[src/jsu_pkg.sv]
// Package with the request and result types, constants and decode functions of the unescaper.
package jsu_pkg;

    typedef struct packed {
        logic [7:0] data_byte;
        logic       start_of_string;
        logic       end_of_input;
    } t_req;

    typedef struct packed {
        logic [7:0] out_byte;
        logic [1:0] status;
        logic       last_of_run;
    } t_rsp;

    typedef enum logic [3:0] {
        MODE_IDLE    = 4'd0,
        MODE_TEXT    = 4'd1,
        MODE_ESC     = 4'd2,
        MODE_HEX1    = 4'd3,
        MODE_HELD    = 4'd4,
        MODE_HELD_BS = 4'd5,
        MODE_HEX2    = 4'd6
    } t_mode;

    typedef enum logic [1:0] {
        KIND_NONE,
        KIND_RAW,
        KIND_UTF8
    } t_kind;

    localparam logic [1:0] ST_DATA = 2'd0;
    localparam logic [1:0] ST_DONE = 2'd1;
    localparam logic [1:0] ST_ERR  = 2'd2;

    localparam int unsigned MAX_RESULTS = 6;

    localparam logic [7:0] CH_QUOTE  = 8'h22;
    localparam logic [7:0] CH_BSLASH = 8'h5C;
    localparam logic [7:0] CH_SLASH  = 8'h2F;
    localparam logic [7:0] CH_B      = 8'h62;
    localparam logic [7:0] CH_F      = 8'h66;
    localparam logic [7:0] CH_N      = 8'h6E;
    localparam logic [7:0] CH_R      = 8'h72;
    localparam logic [7:0] CH_T      = 8'h74;
    localparam logic [7:0] CH_U      = 8'h75;

    localparam logic [15:0] HIGH_SURR_MIN = 16'hD800;
    localparam logic [15:0] HIGH_SURR_MAX = 16'hDBFF;
    localparam logic [15:0] LOW_SURR_MIN  = 16'hDC00;
    localparam logic [15:0] LOW_SURR_MAX  = 16'hDFFF;
    localparam logic [20:0] SUPP_BASE     = 21'h10000;

    localparam logic [20:0] CP_MAX1 = 21'h7F;
    localparam logic [20:0] CP_MAX2 = 21'h7FF;
    localparam logic [20:0] CP_MAX3 = 21'hFFFF;

    localparam logic [7:0] UTF8_LEAD2 = 8'hC0;
    localparam logic [7:0] UTF8_LEAD3 = 8'hE0;
    localparam logic [7:0] UTF8_LEAD4 = 8'hF0;
    localparam logic [7:0] UTF8_CONT  = 8'h80;

    typedef struct packed {
        logic       ok;
        logic [3:0] val;
    } t_hex;

    typedef struct packed {
        logic       ok;
        logic [7:0] val;
    } t_esc;

    typedef struct packed {
        logic [3:0][7:0] b;
        logic [2:0]      n;
    } t_utf8;

    function automatic t_hex f_hex(input logic [7:0] c);
        t_hex r;
        r.ok  = 1'b1;
        r.val = c[3:0];
        case (c) inside
            [8'h30:8'h39]: r.val = c[3:0];
            [8'h41:8'h46],
            [8'h61:8'h66]: r.val = c[3:0] + 4'd9;
            default: begin
                r.ok  = 1'b0;
                r.val = 4'd0;
            end
        endcase
        return r;
    endfunction

    function automatic t_esc f_escape(input logic [7:0] c);
        t_esc r;
        r.ok = 1'b1;
        case (c)
            CH_QUOTE:  r.val = CH_QUOTE;
            CH_BSLASH: r.val = CH_BSLASH;
            CH_SLASH:  r.val = CH_SLASH;
            CH_B:      r.val = 8'h08;
            CH_F:      r.val = 8'h0C;
            CH_N:      r.val = 8'h0A;
            CH_R:      r.val = 8'h0D;
            CH_T:      r.val = 8'h09;
            default: begin
                r.ok  = 1'b0;
                r.val = 8'h00;
            end
        endcase
        return r;
    endfunction

    function automatic t_utf8 f_utf8(input logic [20:0] cp);
        t_utf8 r;
        r.b = '0;
        if (cp <= CP_MAX1) begin
            r.b[0] = {1'b0, cp[6:0]};
            r.n    = 3'd1;
        end else if (cp <= CP_MAX2) begin
            r.b[0] = UTF8_LEAD2 | {3'd0, cp[10:6]};
            r.b[1] = UTF8_CONT | {2'd0, cp[5:0]};
            r.n    = 3'd2;
        end else if (cp <= CP_MAX3) begin
            r.b[0] = UTF8_LEAD3 | {4'd0, cp[15:12]};
            r.b[1] = UTF8_CONT | {2'd0, cp[11:6]};
            r.b[2] = UTF8_CONT | {2'd0, cp[5:0]};
            r.n    = 3'd3;
        end else begin
            r.b[0] = UTF8_LEAD4 | {5'd0, cp[20:18]};
            r.b[1] = UTF8_CONT | {2'd0, cp[17:12]};
            r.b[2] = UTF8_CONT | {2'd0, cp[11:6]};
            r.b[3] = UTF8_CONT | {2'd0, cp[5:0]};
            r.n    = 3'd4;
        end
        return r;
    endfunction

endpackage

[src/json_string_unescape_utf8_top.sv]
// Top level of the JSON string unescaper that turns escaped string bytes into UTF-8.
//
// A request carries one raw byte of a JSON string body on i_req with i_req_valid and
// o_req_ready. The first byte after the opening quote is flagged with start_of_string,
// and end_of_input marks the last byte of the stream. Results leave on o_rsp with
// o_rsp_valid and i_rsp_ready: decoded bytes, then a completion or an error result.
// A request gives zero to six results, and last_of_run marks the final one of them.
// A request passes through the input register and then the result buffer, which
// shows its first result. One request enters per cycle as long as each gives at most
// one result and the receiver does not stall; a request with several results holds
// the result buffer until all of them are taken, and the next request waits in the
// input register meanwhile. Requests that give no result leave the result buffer empty.
// When the receiver stalls, the result buffer holds its contents and one more request
// is taken into the input register before o_req_ready falls.
// Reset empties both registers and puts the decoder in its idle mode, where bytes are
// ignored until one arrives with start_of_string set.
module json_string_unescape_utf8_top (
    input  logic              i_clk,
    input  logic              i_rst_n,
    input  logic              i_req_valid,
    output logic              o_req_ready,
    input  jsu_pkg::t_req     i_req,
    output logic              o_rsp_valid,
    input  logic              i_rsp_ready,
    output jsu_pkg::t_rsp     o_rsp
);

    jsu_pkg::t_req   r_in;
    logic            r_in_valid;

    jsu_pkg::t_mode  r_mode, n_mode;
    logic [15:0]     r_hex, n_hex;
    logic [2:0]      r_cnt, n_cnt;
    logic [15:0]     r_held, n_held;

    logic [5:0][7:0] r_byte, n_byte;
    logic [5:0][1:0] r_stat, n_stat;
    logic [2:0]      r_n, n_n;
    logic [2:0]      r_idx;

    logic            w_take, w_last, w_free, w_load;

    jsu_pkg::t_mode  e_mode;
    logic [15:0]     e_hex, e_held;
    logic [2:0]      e_cnt;
    logic [7:0]      w_c;
    jsu_pkg::t_hex   w_hex;
    jsu_pkg::t_esc   w_esc;
    logic [15:0]     w_gath_hex;
    logic [2:0]      w_gath_cnt;
    logic            w_gath_full;

    logic            w_emit_held;
    jsu_pkg::t_kind  w_kind;
    logic [7:0]      w_raw;
    logic [20:0]     w_cp;
    logic            w_done, w_err, w_quiet, w_fail;

    jsu_pkg::t_utf8  w_hu, w_bu;
    logic [2:0]      w_ndata;
    logic [6:0][7:0] w_slots;

    assign o_rsp_valid = (r_n != 3'd0);
    assign w_last      = (r_idx == r_n - 3'd1);
    assign w_take      = o_rsp_valid && i_rsp_ready;
    assign w_free      = !o_rsp_valid || (w_take && w_last);
    assign w_load      = r_in_valid && w_free;
    assign o_req_ready = !r_in_valid || w_free;

    assign o_rsp.out_byte    = r_byte[r_idx];
    assign o_rsp.status      = r_stat[r_idx];
    assign o_rsp.last_of_run = w_last;

    always_ff @(posedge i_clk) begin
        if (!i_rst_n) begin
            r_in_valid <= 1'b0;
        end else if (i_req_valid && o_req_ready) begin
            r_in_valid <= 1'b1;
        end else if (w_load) begin
            r_in_valid <= 1'b0;
        end
    end

    always_ff @(posedge i_clk) begin
        if (i_req_valid && o_req_ready) begin
            r_in <= i_req;
        end
    end

    always_ff @(posedge i_clk) begin
        if (!i_rst_n) begin
            r_mode <= jsu_pkg::MODE_IDLE;
            r_hex  <= '0;
            r_cnt  <= '0;
            r_held <= '0;
        end else if (w_load) begin
            r_mode <= n_mode;
            r_hex  <= n_hex;
            r_cnt  <= n_cnt;
            r_held <= n_held;
        end
    end

    always_ff @(posedge i_clk) begin
        if (!i_rst_n) begin
            r_n   <= '0;
            r_idx <= '0;
        end else if (w_free) begin
            r_n   <= w_load ? n_n : 3'd0;
            r_idx <= '0;
        end else if (w_take) begin
            r_idx <= r_idx + 3'd1;
        end
    end

    always_ff @(posedge i_clk) begin
        if (w_load) begin
            r_byte <= n_byte;
            r_stat <= n_stat;
        end
    end

    // Next state and the decode decisions for the byte in the input register.
    always_comb begin
        w_c         = r_in.data_byte;
        w_hex       = jsu_pkg::f_hex(w_c);
        w_esc       = jsu_pkg::f_escape(w_c);
        e_mode      = r_in.start_of_string ? jsu_pkg::MODE_TEXT : r_mode;
        e_hex       = r_in.start_of_string ? 16'd0 : r_hex;
        e_cnt       = r_in.start_of_string ? 3'd0 : r_cnt;
        e_held      = r_in.start_of_string ? 16'd0 : r_held;
        w_gath_hex  = {e_hex[11:0], w_hex.val};
        w_gath_cnt  = e_cnt + 3'd1;
        w_gath_full = (w_gath_cnt >= 3'd4);

        n_mode      = e_mode;
        n_hex       = e_hex;
        n_cnt       = e_cnt;
        n_held      = e_held;
        w_emit_held = 1'b0;
        w_kind      = jsu_pkg::KIND_NONE;
        w_raw       = 8'd0;
        w_cp        = 21'd0;
        w_done      = 1'b0;
        w_err       = 1'b0;
        w_quiet     = 1'b0;

        case (e_mode)
            jsu_pkg::MODE_TEXT: begin
                if (w_c == jsu_pkg::CH_QUOTE) begin
                    w_done = 1'b1;
                    n_mode = jsu_pkg::MODE_IDLE;
                end else if (w_c == jsu_pkg::CH_BSLASH) begin
                    n_mode = jsu_pkg::MODE_ESC;
                end else begin
                    w_kind = jsu_pkg::KIND_RAW;
                    w_raw  = w_c;
                end
            end
            jsu_pkg::MODE_ESC, jsu_pkg::MODE_HELD_BS: begin
                if (e_mode == jsu_pkg::MODE_HELD_BS && w_c != jsu_pkg::CH_U) begin
                    w_emit_held = 1'b1;
                end
                n_mode = jsu_pkg::MODE_TEXT;
                if (w_c == jsu_pkg::CH_U) begin
                    n_hex  = 16'd0;
                    n_cnt  = 3'd0;
                    n_mode = (e_mode == jsu_pkg::MODE_ESC) ? jsu_pkg::MODE_HEX1
                                                           : jsu_pkg::MODE_HEX2;
                end else if (w_esc.ok) begin
                    w_kind = jsu_pkg::KIND_RAW;
                    w_raw  = w_esc.val;
                end else begin
                    w_err = 1'b1;
                end
            end
            jsu_pkg::MODE_HELD: begin
                if (w_c == jsu_pkg::CH_BSLASH) begin
                    n_mode = jsu_pkg::MODE_HELD_BS;
                end else begin
                    w_emit_held = 1'b1;
                    n_mode      = jsu_pkg::MODE_TEXT;
                    if (w_c == jsu_pkg::CH_QUOTE) begin
                        w_done = 1'b1;
                        n_mode = jsu_pkg::MODE_IDLE;
                    end else begin
                        w_kind = jsu_pkg::KIND_RAW;
                        w_raw  = w_c;
                    end
                end
            end
            jsu_pkg::MODE_HEX1, jsu_pkg::MODE_HEX2: begin
                if (!w_hex.ok) begin
                    w_err = 1'b1;
                end else begin
                    n_hex = w_gath_hex;
                    n_cnt = w_gath_cnt;
                    if (w_gath_full) begin
                        if (e_mode == jsu_pkg::MODE_HEX2 &&
                            w_gath_hex >= jsu_pkg::LOW_SURR_MIN &&
                            w_gath_hex <= jsu_pkg::LOW_SURR_MAX) begin
                            w_kind = jsu_pkg::KIND_UTF8;
                            w_cp   = jsu_pkg::SUPP_BASE
                                   + {1'b0, e_held[9:0], w_gath_hex[9:0]};
                            n_mode = jsu_pkg::MODE_TEXT;
                        end else begin
                            w_emit_held = (e_mode == jsu_pkg::MODE_HEX2);
                            if (w_gath_hex >= jsu_pkg::HIGH_SURR_MIN &&
                                w_gath_hex <= jsu_pkg::HIGH_SURR_MAX) begin
                                n_held = w_gath_hex;
                                n_mode = jsu_pkg::MODE_HELD;
                            end else begin
                                w_kind = jsu_pkg::KIND_UTF8;
                                w_cp   = {5'd0, w_gath_hex};
                                n_mode = jsu_pkg::MODE_TEXT;
                            end
                        end
                    end
                end
            end
            default: begin
                w_quiet = 1'b1;
                n_mode  = jsu_pkg::MODE_IDLE;
            end
        endcase

        w_fail = !w_quiet && !w_done && (w_err || r_in.end_of_input);
        if (w_fail) begin
            n_mode = jsu_pkg::MODE_IDLE;
        end
    end

    // Result slots for the byte in the input register.
    always_comb begin
        w_hu = jsu_pkg::f_utf8({5'd0, r_held});
        case (w_kind)
            jsu_pkg::KIND_RAW: begin
                w_bu      = '0;
                w_bu.b[0] = w_raw;
                w_bu.n    = 3'd1;
            end
            jsu_pkg::KIND_UTF8: w_bu = jsu_pkg::f_utf8(w_cp);
            default:            w_bu = '0;
        endcase

        w_ndata = (w_emit_held ? 3'd3 : 3'd0) + w_bu.n;
        w_slots = w_emit_held ? {w_bu.b, w_hu.b[2:0]} : {24'd0, w_bu.b};

        n_byte = w_slots[5:0];
        n_stat = '0;
        n_n    = w_ndata + {2'd0, w_done};
        if (w_done) begin
            n_stat[w_ndata] = jsu_pkg::ST_DONE;
        end
        if (w_fail) begin
            n_byte    = '0;
            n_stat    = '0;
            n_stat[0] = jsu_pkg::ST_ERR;
            n_n       = 3'd1;
        end
        if (w_quiet) begin
            n_n = 3'd0;
        end
    end

    assert property (@(posedge i_clk) disable iff (!i_rst_n)
        o_rsp_valid && o_rsp.status != jsu_pkg::ST_DATA |-> o_rsp.last_of_run)
        else $error("Completion or error result is not the last of its run.");

    assert property (@(posedge i_clk) disable iff (!i_rst_n)
        o_rsp_valid |-> (r_idx < r_n) && (r_n <= 3'(jsu_pkg::MAX_RESULTS)))
        else $error("Result buffer index is out of range.");

    assert property (@(posedge i_clk) disable iff (!i_rst_n)
        o_rsp_valid && o_rsp.status != jsu_pkg::ST_DATA |-> o_rsp.out_byte == 8'd0)
        else $error("Status result carries a nonzero byte.");

    assert property (@(posedge i_clk) disable iff (!i_rst_n)
        w_load && (w_fail || w_done) |=> r_mode == jsu_pkg::MODE_IDLE)
        else $error("Decoder did not return to idle after completion or error.");

    assert property (@(posedge i_clk) disable iff (!i_rst_n)
        o_rsp_valid && !w_take |=> o_rsp_valid && $stable(r_idx))
        else $error("Stalled result buffer moved.");

endmodule
[config.mk]
export PLATFORM = sky130hd
export DESIGN_NAME = json_string_unescape_utf8_top
export DESIGN_NICKNAME = d
export VERILOG_FILES = /design/src/jsu_pkg.sv /design/src/json_string_unescape_utf8_top.sv
export SDC_FILE = /design/constraint.sdc
export NUM_CORES = 1
export LEC_CHECK = 0
export ABC_AREA = 1
export BUFFER_PORTS_ARGS = -buffer_cell sky130_fd_sc_hd__buf_2
export CAP_MARGIN = 10
export CORE_ASPECT_RATIO = 0.9
export CORE_MARGIN = 5
export CORE_UTILIZATION = 25
export CTS_CLUSTER_DIAMETER = 40
export CTS_CLUSTER_SIZE = 20
export DETAILED_ROUTE_END_ITERATION = 10
export HOLD_SLACK_MARGIN = 0.12
export SYNTH_ARGS = -nofsm -noshare
export SYNTH_HDL_FRONTEND = slang
export SYNTH_SLANG_ARGS = --single-unit
[constraint.sdc]
create_clock -name i_clk -period 8.82 [get_ports i_clk]
set_input_delay 0.441 -clock i_clk [delete_from_list [all_inputs] [get_ports i_clk]]
set_output_delay 0.441 -clock i_clk [all_outputs]
set_load 0.01 [all_outputs]
==> impl_metrics.ini, run 1 <==
[logic_synthesis]
yosys_warnings = 0
yosysUniqueCellTypes = 55
ys_ff_latch = 103
synth_nets = 1011
synth_ff_type = edfxtp_1
synth_top_family_by_area = simple AND/OR/NAND/NOR gates
async_flop_share = 0
synth_fa_ha_area_frac = 0.0275
synth.area.top_cells = edfxtp_1 26%, dfxtp_1 12%, nand2_1 11%
syn_area_um2 = 7090
ys_seq_area_frac = 0.377
postSynthCellCount = 982
yosys.area_share.simple = 0.305
synth_xor_area_frac = 0.0122
synth_top_area_frac = 0.259
postSynthAreaPerCell_um2 = 7.22
synth_compound_area_frac = 0.174
muxShareOfSynthArea = 0
synth_edf_count = 61
synth_area_leader_cell = edfxtp_1

[timing]
report.final.hold_viol_count = 0
max_freq_ghz = 0.214
finalSetupViolations = 0
relSlewSlack = 0.290
skew_ns = 0.0104
rsz0062_at_grt = false
period_needed_ns = 4.67
post-route-period-util = 0.529
fin_setup_tns_ns = 0
worst_pin_slew_ns = 1.06
slew_violations = 0

[cells_and_area]
drive_above_1_share = 0.0930
fin_area_um2 = 7790
area_growth_pct = 9.99
nets = 1013
antenna_cells = 0

[pwr]
p_int_mw = 0.779
seqPwrFrac = 0.508
power_switching_mw = 0.282
switching_share = 0.266
power.density_nw_per_um2 = 136
share_comb_of_total_power = 0.092
p_leak_nw = 3.28
clockPowerShare = 0.400
ir_worst_vdd_mv = 0.0776

[die]
pin_count = 27
dieArea_um2 = 31800
initial_core_util = 0.254
placementRows = 58
die_y_um = 170
fp.coreArea_um2 = 27900
die_x_um = 187

[critical_path]
cp.required_ns = 9.03
end_kind = flop
crit_type = flop to flop
start_kind = flop
cp.arrival_ns = 4.87
path_cells = inv_1 > ha_1 > inv_1 > nor4_1 > nor2_1 > nand4_1 > nor2_1 > o21ai_0 > inv_1 > ha_1 > nor2_2 > o21ai_0 > nand2_1 > ha_1 > fa_1 > ha_1 > inv_1 > nand2_1 > nand3_1 > a21oi_1
slowest_stage = nor4_1
critical_path.max_fanout = 10
max_stage_delay_ns = 0.86

[run]
cap_violations = 0

[cts]
cts_tree = done
cts_buffers = 9
cts-resized-gates = 0
hold_buffers = 0
postCtsSetupBuffers = 0
cts_root_buf = clkbuf_16
cts_buffer_depth = 2
clk_pin_slew_worst_paths_ns = 0.07
cts_sinks = 103
clk_latency_ns = 0.36
htree_levels = 3

[global_routing]
grt_pass1_vias = 6149
grt.overflow.total = 0
antenna_found_initial = 0
grt_max_degree = 65
grtUsageTotal = 0.139
grt_first_pass_wirelength_um = 35100

[drt]
wl_um = 22000
vias = 6668
firstDrtPassIters = 5
routed_via_density = 4.94
drt_iter0_markers = 644
wl_per_cell_um = 16.3
drcViolationCount = 0
ant_nets = 0

[placement]
place_area_um2 = 7480
port_buffers = 26
dp_hpwl_um = 16900
routabilityCongestion = 0.986

[hold_path]
hold_class = input port to flop

[status]
run_status = finished clean
==> layer usage <==
layer | share of wire | track usage
met1 | 0.50 | 0.208
met3 | 0.058 | 0.0269
met4 | 0.016 | 0.0338
met5 | 0 | 0
met2 | 0.42 | 0.205
==> synth_stat cells, drive strengths merged (11+ instances only) <==
cell    count
ha         14
nand4      16
edfxtp     61
nand3      66
nor2      157
nor3       11
dfxtp      42
buf        16
nand2     221
o21ai      75
a21oi      36
o22ai      17
clkbuf     22
inv       138
o211ai     19
==> final cells by class <==
cell class | count | area, um2
fillers | 3010 | 20100
multi-input cells | 701 | 3670
flip-flops and latches | 103 | 2670
inverters | 140 | 531
well taps | 360 | 450
clock buffers | 9 | 225
repair buffers | 29 | 153
clock inverters | 7 | 87.6
==> critical path, delay by kind of cell (launching register included) <==
kind / cells / cell delay (ns)
AOI/OAI and AO/OA: 3 / 0.49
adders and majority gates: 5 / 1.37
buffers and inverters: 4 / 0.39
DFF: 1 / 0.46
and+or+nand+nor: 8 / 1.80
==> final timing paths <==
check                start  depth (start not counted)  endpoint  slack (ns)
setup / recovery    w_c[0]                         20    r_n[2]        4.15
hold / removal    i_req[0]                          1   r_in[0]        0.25
setup reg to reg    w_c[0]                         20    r_n[2]        4.15
hold reg to reg   r_hex[1]                          2  r_hex[1]        0.49
==> stage by stage <==
stage	util	worst slack, ns	total power, mW	hold slack (ns)	cells
floorplan	-	4.96	0.617	0.453	982
global placement	0.268	4.23	0.646	0.461	1333
detailed placement	0.268	4.24	0.646	0.476	1333
CTS	0.279	4.20	1.07	0.237	1349
global route	0.279	3.84	1.10	0.239	1349
finish	0.279	4.15	1.06	0.252	1349
==> power by group through the flow <==
stage,Combinational (mW),Sequential (mW),Clock (mW)
after floorplan,0.0715,0.545,0
after global placement,0.0965,0.549,0
after detailed placement,0.0967,0.550,0
after CTS,0.0971,0.539,0.435
after global routing,0.110,0.541,0.453
final,0.0972,0.539,0.424
==> flip-flops by register name (all words and copies together), names as in the netlist, 4 cells and up <==
| register | count |
|---|---|
| r_held | 16 |
| r_stat | 7 |
| r_byte | 44 |
| r_hex | 12 |
| r_mode | 4 |
| w_c | 8 |
==> logic make-up (layout without fill, tap and decap cells) <==
group / count (synthesis) / in the layout
buffers and inverters: 178 / 185
and+or+nand+nor: 476 / 476
adders and majority gates: 15 / 15
xor gates and xnor gates: 9 / 9
DFF: 103 / 103
AOI/OAI and AO/OA: 201 / 201
==> placed cells by master, fill, tap and decap left out, types with 3 or more instances in the layout <==
cell and instances:
o2111ai_1 8, edfxtp_1 61, nand3_1 60, a211oi_1 10
nor2_4 4, buf_2 26, nand2_4 3, inv_2 6
a22oi_1 4, nor2_2 8, o22ai_1 17, dfxtp_1 42
o211ai_1 19, nor2_1 143, nor3_1 9, o31ai_1 4
nand2_1 209, o21ai_0 70, xnor2_1 3, o21ai_1 5
nand4_1 13, inv_6 3, a31oi_1 7, clkbuf_16 9
nor4_1 5, nand2_2 8, o221ai_1 9, ha_1 14
buf_4 3, a21oi_1 36, nand3_2 5, inv_1 131
xor2_1 5
No activity file was read; power rests on OpenSTA's default activity.
==> inputs of run 2 (changes only) <==
--- a/config.mk
+++ b/config.mk
@@ -5,7 +5,7 @@
 export SDC_FILE = /design/constraint.sdc
 export NUM_CORES = 1
 export LEC_CHECK = 0
-export ABC_AREA = 1
+export ABC_AREA = 0
 export BUFFER_PORTS_ARGS = -buffer_cell sky130_fd_sc_hd__buf_2
 export CAP_MARGIN = 10
 export CORE_ASPECT_RATIO = 0.9
==> constraint.sdc (replaced) <==
create_clock -name i_clk -period 4.3 [get_ports i_clk]
set_input_delay 0.215 -clock i_clk [delete_from_list [all_inputs] [get_ports i_clk]]
set_output_delay 0.215 -clock i_clk [all_outputs]
set_load 0.01 [all_outputs]
==> run 2 against run 1 <==
  * Non-clock buffer count increased by 37
  * Clock-buffer cell count increased by 2
  * Design area decreased by 2.1%
  * Critical path depth decreased by 5
  * Power increased by 92%
  * Worst hold slack got worse by 0.093 ns
  * Critical path type unchanged
  * Flip-flop and latch count unchanged
  * Largest cell class unchanged
  * Area after synthesis decreased by 6.3%
  * Utilization increased by 1.3 points
==> impl_metrics.ini, run 2 <==
[status]
run_status = finished clean

[timing]
relSlewSlack = 0.318
period_needed_ns = 3.96
max_freq_ghz = 0.252
worst_pin_slew_ns = 1.02
finalSetupViolations = 0
rsz0062_at_grt = false
skew_ns = 0.0134
fin_setup_tns_ns = 0
post-route-period-util = 0.922
report.final.hold_viol_count = 0
slew_violations = 0

[logic_synthesis]
synth_area_leader_cell = edfxtp_1
yosysUniqueCellTypes = 88
synth.area.top_cells = edfxtp_1 28%, dfxtp_1 13%, nor2b_1 4.8%
synth_nets = 747
async_flop_share = 0
postSynthCellCount = 718
ys_seq_area_frac = 0.402
syn_area_um2 = 6640
synth_ff_type = edfxtp_1
yosysMostFrequentCell = nor2_1
postSynthAreaPerCell_um2 = 9.25
yosys_warnings = 0
ys_ff_latch = 103
synth_edf_count = 61
synth_common_cells = 66 x nor2_1, 61 x edfxtp_1, 54 x nand2_1
synth_top_area_frac = 0.276

[cells_and_area]
antenna_cells = 0
layout_commonest_cell = nor2_1
fillCellCount = 2779
nets = 779
largest-register = r_byte
top_regs = r_byte (44), r_held (16), r_hex (12)
area_growth_pct = 14.9
largest_reg_flops = 44
final_cell_mix = 66 x nor2_1, 61 x edfxtp_1, 54 x nand2_1
drive_above_1_share = 0.140

[pwr]
p_leak_nw = 2.48
ir_worst_vdd_mv = 0.161
total_power_mw = 2.04
power.density_nw_per_um2 = 267

[hold_path]
hold_class = input port to flop

[cts]
clk_latency_ns = 0.36
cts_root_buf = clkbuf_16
htree_levels = 3
cts_sinks = 103
postCtsSetupBuffers = 0
cts_tree = done
clk_pin_slew_worst_paths_ns = 0.07
cts_buffer_depth = 2
cts_buffers = 9

[run]
cap_violations = 0

[global_routing]
grt_first_pass_wirelength_um = 31600
grt_pass1_vias = 5380
antenna_found_initial = 0
grt_busiest_layer = met2
use_met3 = 0.0214
grt.overflow.total = 0
grt_util_met2 = 0.202
grt_max_degree = 52
grt_use_met1 = 0.187
grtUsageTotal = 0.131

[critical_path]
start_kind = flop
end_kind = flop
crit_type = flop to flop
critical_path.max_fanout = 7
cp.required_ns = 4.59
cp.arrival_ns = 4.25

[drt]
drt_iter0_markers = 517
routed_via_density = 5.24
wl_um = 19400
drcViolationCount = 0
firstDrtPassIters = 5
vias = 5781
wl_per_cell_um = 17.6
ant_nets = 0

[placement]
dp_hpwl_um = 14500
routabilityCongestion = 0.977
port_buffers = 26

[die]
pin_count = 27
die_x_um = 182
initial_core_util = 0.254
fp.coreArea_um2 = 26100
die_y_um = 165
dieArea_um2 = 29900
placementRows = 56
-- run 2: cell count changes after synthesis, moves of 18 or more --
cell | before | now
nor2b_1 | 0 | 51
nor2_1 | 143 | 66
nand2_1 | 209 | 54
nand3_1 | 60 | 29
mux2i_1 | 0 | 18
inv_1 | 131 | 24
a22oi_1 | 4 | 29
o21ai_0 | 70 | 21
-- run 2: critical path, stage by stage, from the launching register on --
cell	delay [ns]
edfxtp_1	0.49
inv_1	0.13
ha_1	0.24
nor3b_1	0.19
o2bb2ai_1	0.18
and3_1	0.20
or4_1	0.40
a21oi_1	0.24
ha_1	0.31
nor2b_1	0.16
o31a_1	0.17
and2_1	0.15
fa_1	0.49
ha_1	0.24
xor2_1	0.15
o21ai_1	0.13
-- run 2: repair_timing --
| action | CTS | global route |
|---|---|---|
| resized for setup | 0 | 1 |
| hold buffers | 11 | 0 |
| endpoints found under the hold margin | 11 | 0 |
| setup endpoints to repair | 0 | 2 |
-- run 2: final timing paths --
check | to | start | slack [ns] | depth (start not counted)
setup reg to reg | r_n[2] | w_c[0] | 0.34 | 15
setup / recovery | r_n[2] | w_c[0] | 0.34 | 15
hold reg to reg | r_n[2] | r_n[2] | 0.50 | 2
hold / removal | r_idx[1] | i_rsp_ready | 0.16 | 3
-- run 2: final cells by class --
class                      instances  area, um2  area share
clock inverter                     5       41.3     0.00541
multi-input combinational        543       3680       0.482
inverter                          27        104      0.0136
clock buffer                      11        243      0.0318
timing repair buffer              66        458      0.0600
tap                              348        435      0.0570
sequential                       103       2670       0.350
-- run 2: logic make-up after synthesis --
| family | share of synthesized area |
|---|---|
| compound gates | 0.201 |
| xor+xnor | 0.0179 |
| fa+ha+maj | 0.0294 |
| buf+inv | 0.0448 |
| flops | 0.402 |
| mux | 0.0576 |
| simple gates | 0.247 |
-- run 2: stage by stage --
stage	cell area (um2)	utilization	setup slack, ns	instances	hold WS [ns]
final	7630	0.292	0.336	1103	0.159
after global routing	7630	0.292	0.0215	1103	0.182
after CTS	7630	0.292	0.301	1103	0.153
after detailed placement	7230	0.277	0.338	1076	0.394
after global placement	7230	0.277	0.459	1076	0.391
after floorplan	6640	-	0.223	718	0.314
-- run 2: report_power, final --
group / leakage (nW) / switching (mW) / internal [mW]
logic: 1.45 / 0.0870 / 0.0551
registers: 0.887 / 0.0186 / 1.07
clock network: 0.134 / 0.387 / 0.415
-- run 2: layer usage --
metal	wire length, um	vias to the layer above
met5	0	-
met1	9330	2814
met3	957	28
met4	388	0
met2	8740	175
li1	-	2764
==> inputs of run 3 (changes only) <==
==> constraint.sdc (replaced) <==
create_clock -name i_clk -period 4.2 [get_ports i_clk]
set_input_delay 0.21 -clock i_clk [delete_from_list [all_inputs] [get_ports i_clk]]
set_output_delay 0.21 -clock i_clk [all_outputs]
set_load 0.01 [all_outputs]
==> run 3 against run 2 <==
  * Worst setup slack got worse by 0.069 ns
  * Sequential power about the same
  * Sequential share of layout area fell by 0.17 points
  * Wire length is essentially flat
  * Flip-flop and latch count did not move
  * Worst hold slack better by 0.0019 ns
  * Utilization grew 0.14 points
  * Critical path depth stayed put
  * Clock skew hardly changed
==> impl_metrics.ini, run 3 (synthesis results as in run 2) <==
[drt]
firstDrtPassIters = 5
vias = 5704
drt_iter0_markers = 587
drcViolationCount = 0
wl_um = 19400
routed_via_density = 5.16
wl_per_cell_um = 17.6
ant_nets = 0

[global_routing]
grtUsageTotal = 0.132
grt.overflow.total = 0
antenna_found_initial = 0
grt_pass1_vias = 5580
grt_max_degree = 52
grt_first_pass_wirelength_um = 31800

[cells_and_area]
nets = 782
largest-register = r_byte
fin_area_um2 = 7670
area_growth_pct = 15.5
fillCellCount = 2764
drive_above_1_share = 0.145
layout_commonest_cell = nor2_1
antenna_cells = 0
largest_reg_flops = 44
final_cell_mix = 66 x nor2_1, 61 x edfxtp_1, 54 x nand2_1
top_regs = r_byte (44), r_held (16), r_hex (12)

[cts]
cts_root_buf = clkbuf_16
htree_levels = 3
cts_sinks = 103
cts_tree = done
cts_buffer_depth = 2
cts_buffers = 9
clk_pin_slew_worst_paths_ns = 0.08
clk_latency_ns = 0.37

[pwr]
share_comb_of_total_power = 0.071
power.density_nw_per_um2 = 274
clockPowerShare = 0.398
ir_worst_vdd_mv = 0.135
switching_share = 0.251
seqPwrFrac = 0.531
p_leak_nw = 2.50
p_int_mw = 1.57
power_switching_mw = 0.527

[timing]
report.final.hold_viol_count = 0
max_freq_ghz = 0.254
post-route-period-util = 0.936
worst_pin_slew_ns = 0.999
skew_ns = 0.0138
relSlewSlack = 0.334
fin_setup_tns_ns = 0
finalSetupViolations = 0
slew_violations = 0
period_needed_ns = 3.93
rsz0062_at_grt = false

[die]
initial_core_util = 0.254
dieArea_um2 = 29900
fp.coreArea_um2 = 26100
placementRows = 56
pin_count = 27
die_x_um = 182
die_y_um = 165

[run]
cap_violations = 0

[critical_path]
crit_type = flop to flop
critical_path.max_fanout = 7
cp.required_ns = 4.50
start_kind = flop
end_kind = flop
cp.arrival_ns = 4.23

[placement]
routabilityCongestion = 0.954
port_buffers = 26
place_area_um2 = 7270
dp_hpwl_um = 14700

[status]
run_status = finished clean

[hold_path]
hold_class = input port to flop
run 3: what timing repair did:
| action | 4_1_cts | 5_1_grt |
|---|---|---|
| resized for setup | 0 | 1 |
| hold buffers | 11 | 0 |
| endpoints found under the hold margin | 11 | 0 |
| setup buffers | 0 | 0 |
| setup endpoints to repair | 0 | 6 |
run 3: critical path: stages, from the launching register on:
cell and delay [ns]:
edfxtp_1 0.47, inv_1 0.12, ha_1 0.24, nor3b_2 0.20
o2bb2ai_1 0.18, and3_1 0.21, or4_1 0.39, a21oi_1 0.24
ha_1 0.31, nor2b_1 0.16, o31a_1 0.18, and2_1 0.16
fa_1 0.49, ha_1 0.24, xor2_1 0.16, o21ai_1 0.14
run 3: per-layer routing:
layer	up-vias	share of wire	track usage
met2	160	0.44	0.203
met3	24	0.051	0.0249
met5	-	0	0
li1	2773	-	-
met1	2747	0.49	0.188
met4	0	0.021	0.0433
run 3: power groups by stage:
stage / sequential [mW] / combinational [mW] / clock [mW]
3_5_place_dp: 1.14 / 0.141 / 0
3_3_place_gp: 1.14 / 0.142 / 0
5_1_grt: 1.12 / 0.165 / 0.896
2_1_floorplan: 1.13 / 0.0987 / 0
6_report: 1.12 / 0.149 / 0.836
4_1_cts: 1.11 / 0.150 / 0.851
run 3: final cells by class:
type | count | area, um2 | share of cell area
multi-input cells | 543 | 3680 | 0.479
clock inverters | 7 | 63.8 | 0.00832
flip-flops and latches | 103 | 2670 | 0.348
well taps | 348 | 435 | 0.0568
repair buffers | 69 | 493 | 0.0643
clock buffers | 9 | 225 | 0.0294
inverters | 27 | 104 | 0.0135
run 3: metrics by stage:
stage                     worst slack, ns  instances  hold slack (ns)  total power [mW]  utilization
after floorplan                     0.123        718            0.309              1.23            -
after global placement              0.370       1079            0.388              1.28        0.278
after detailed placement            0.327       1079            0.390              1.28        0.278
after CTS                           0.288       1106            0.146              2.12        0.293
after global routing               0.0192       1106            0.164              2.18        0.294
final                               0.267       1106            0.161              2.10        0.294
run 3: worst paths after layout:
check,from,endpoint,slack (ns),depth (start not counted)
worst max-delay path,w_c[0],r_n[2],0.27,15
worst min-delay path,i_rsp_ready,r_idx[1],0.16,3
worst max register to register,w_c[0],r_n[2],0.27,15
worst min register to register,r_n[2],r_n[2],0.51,2
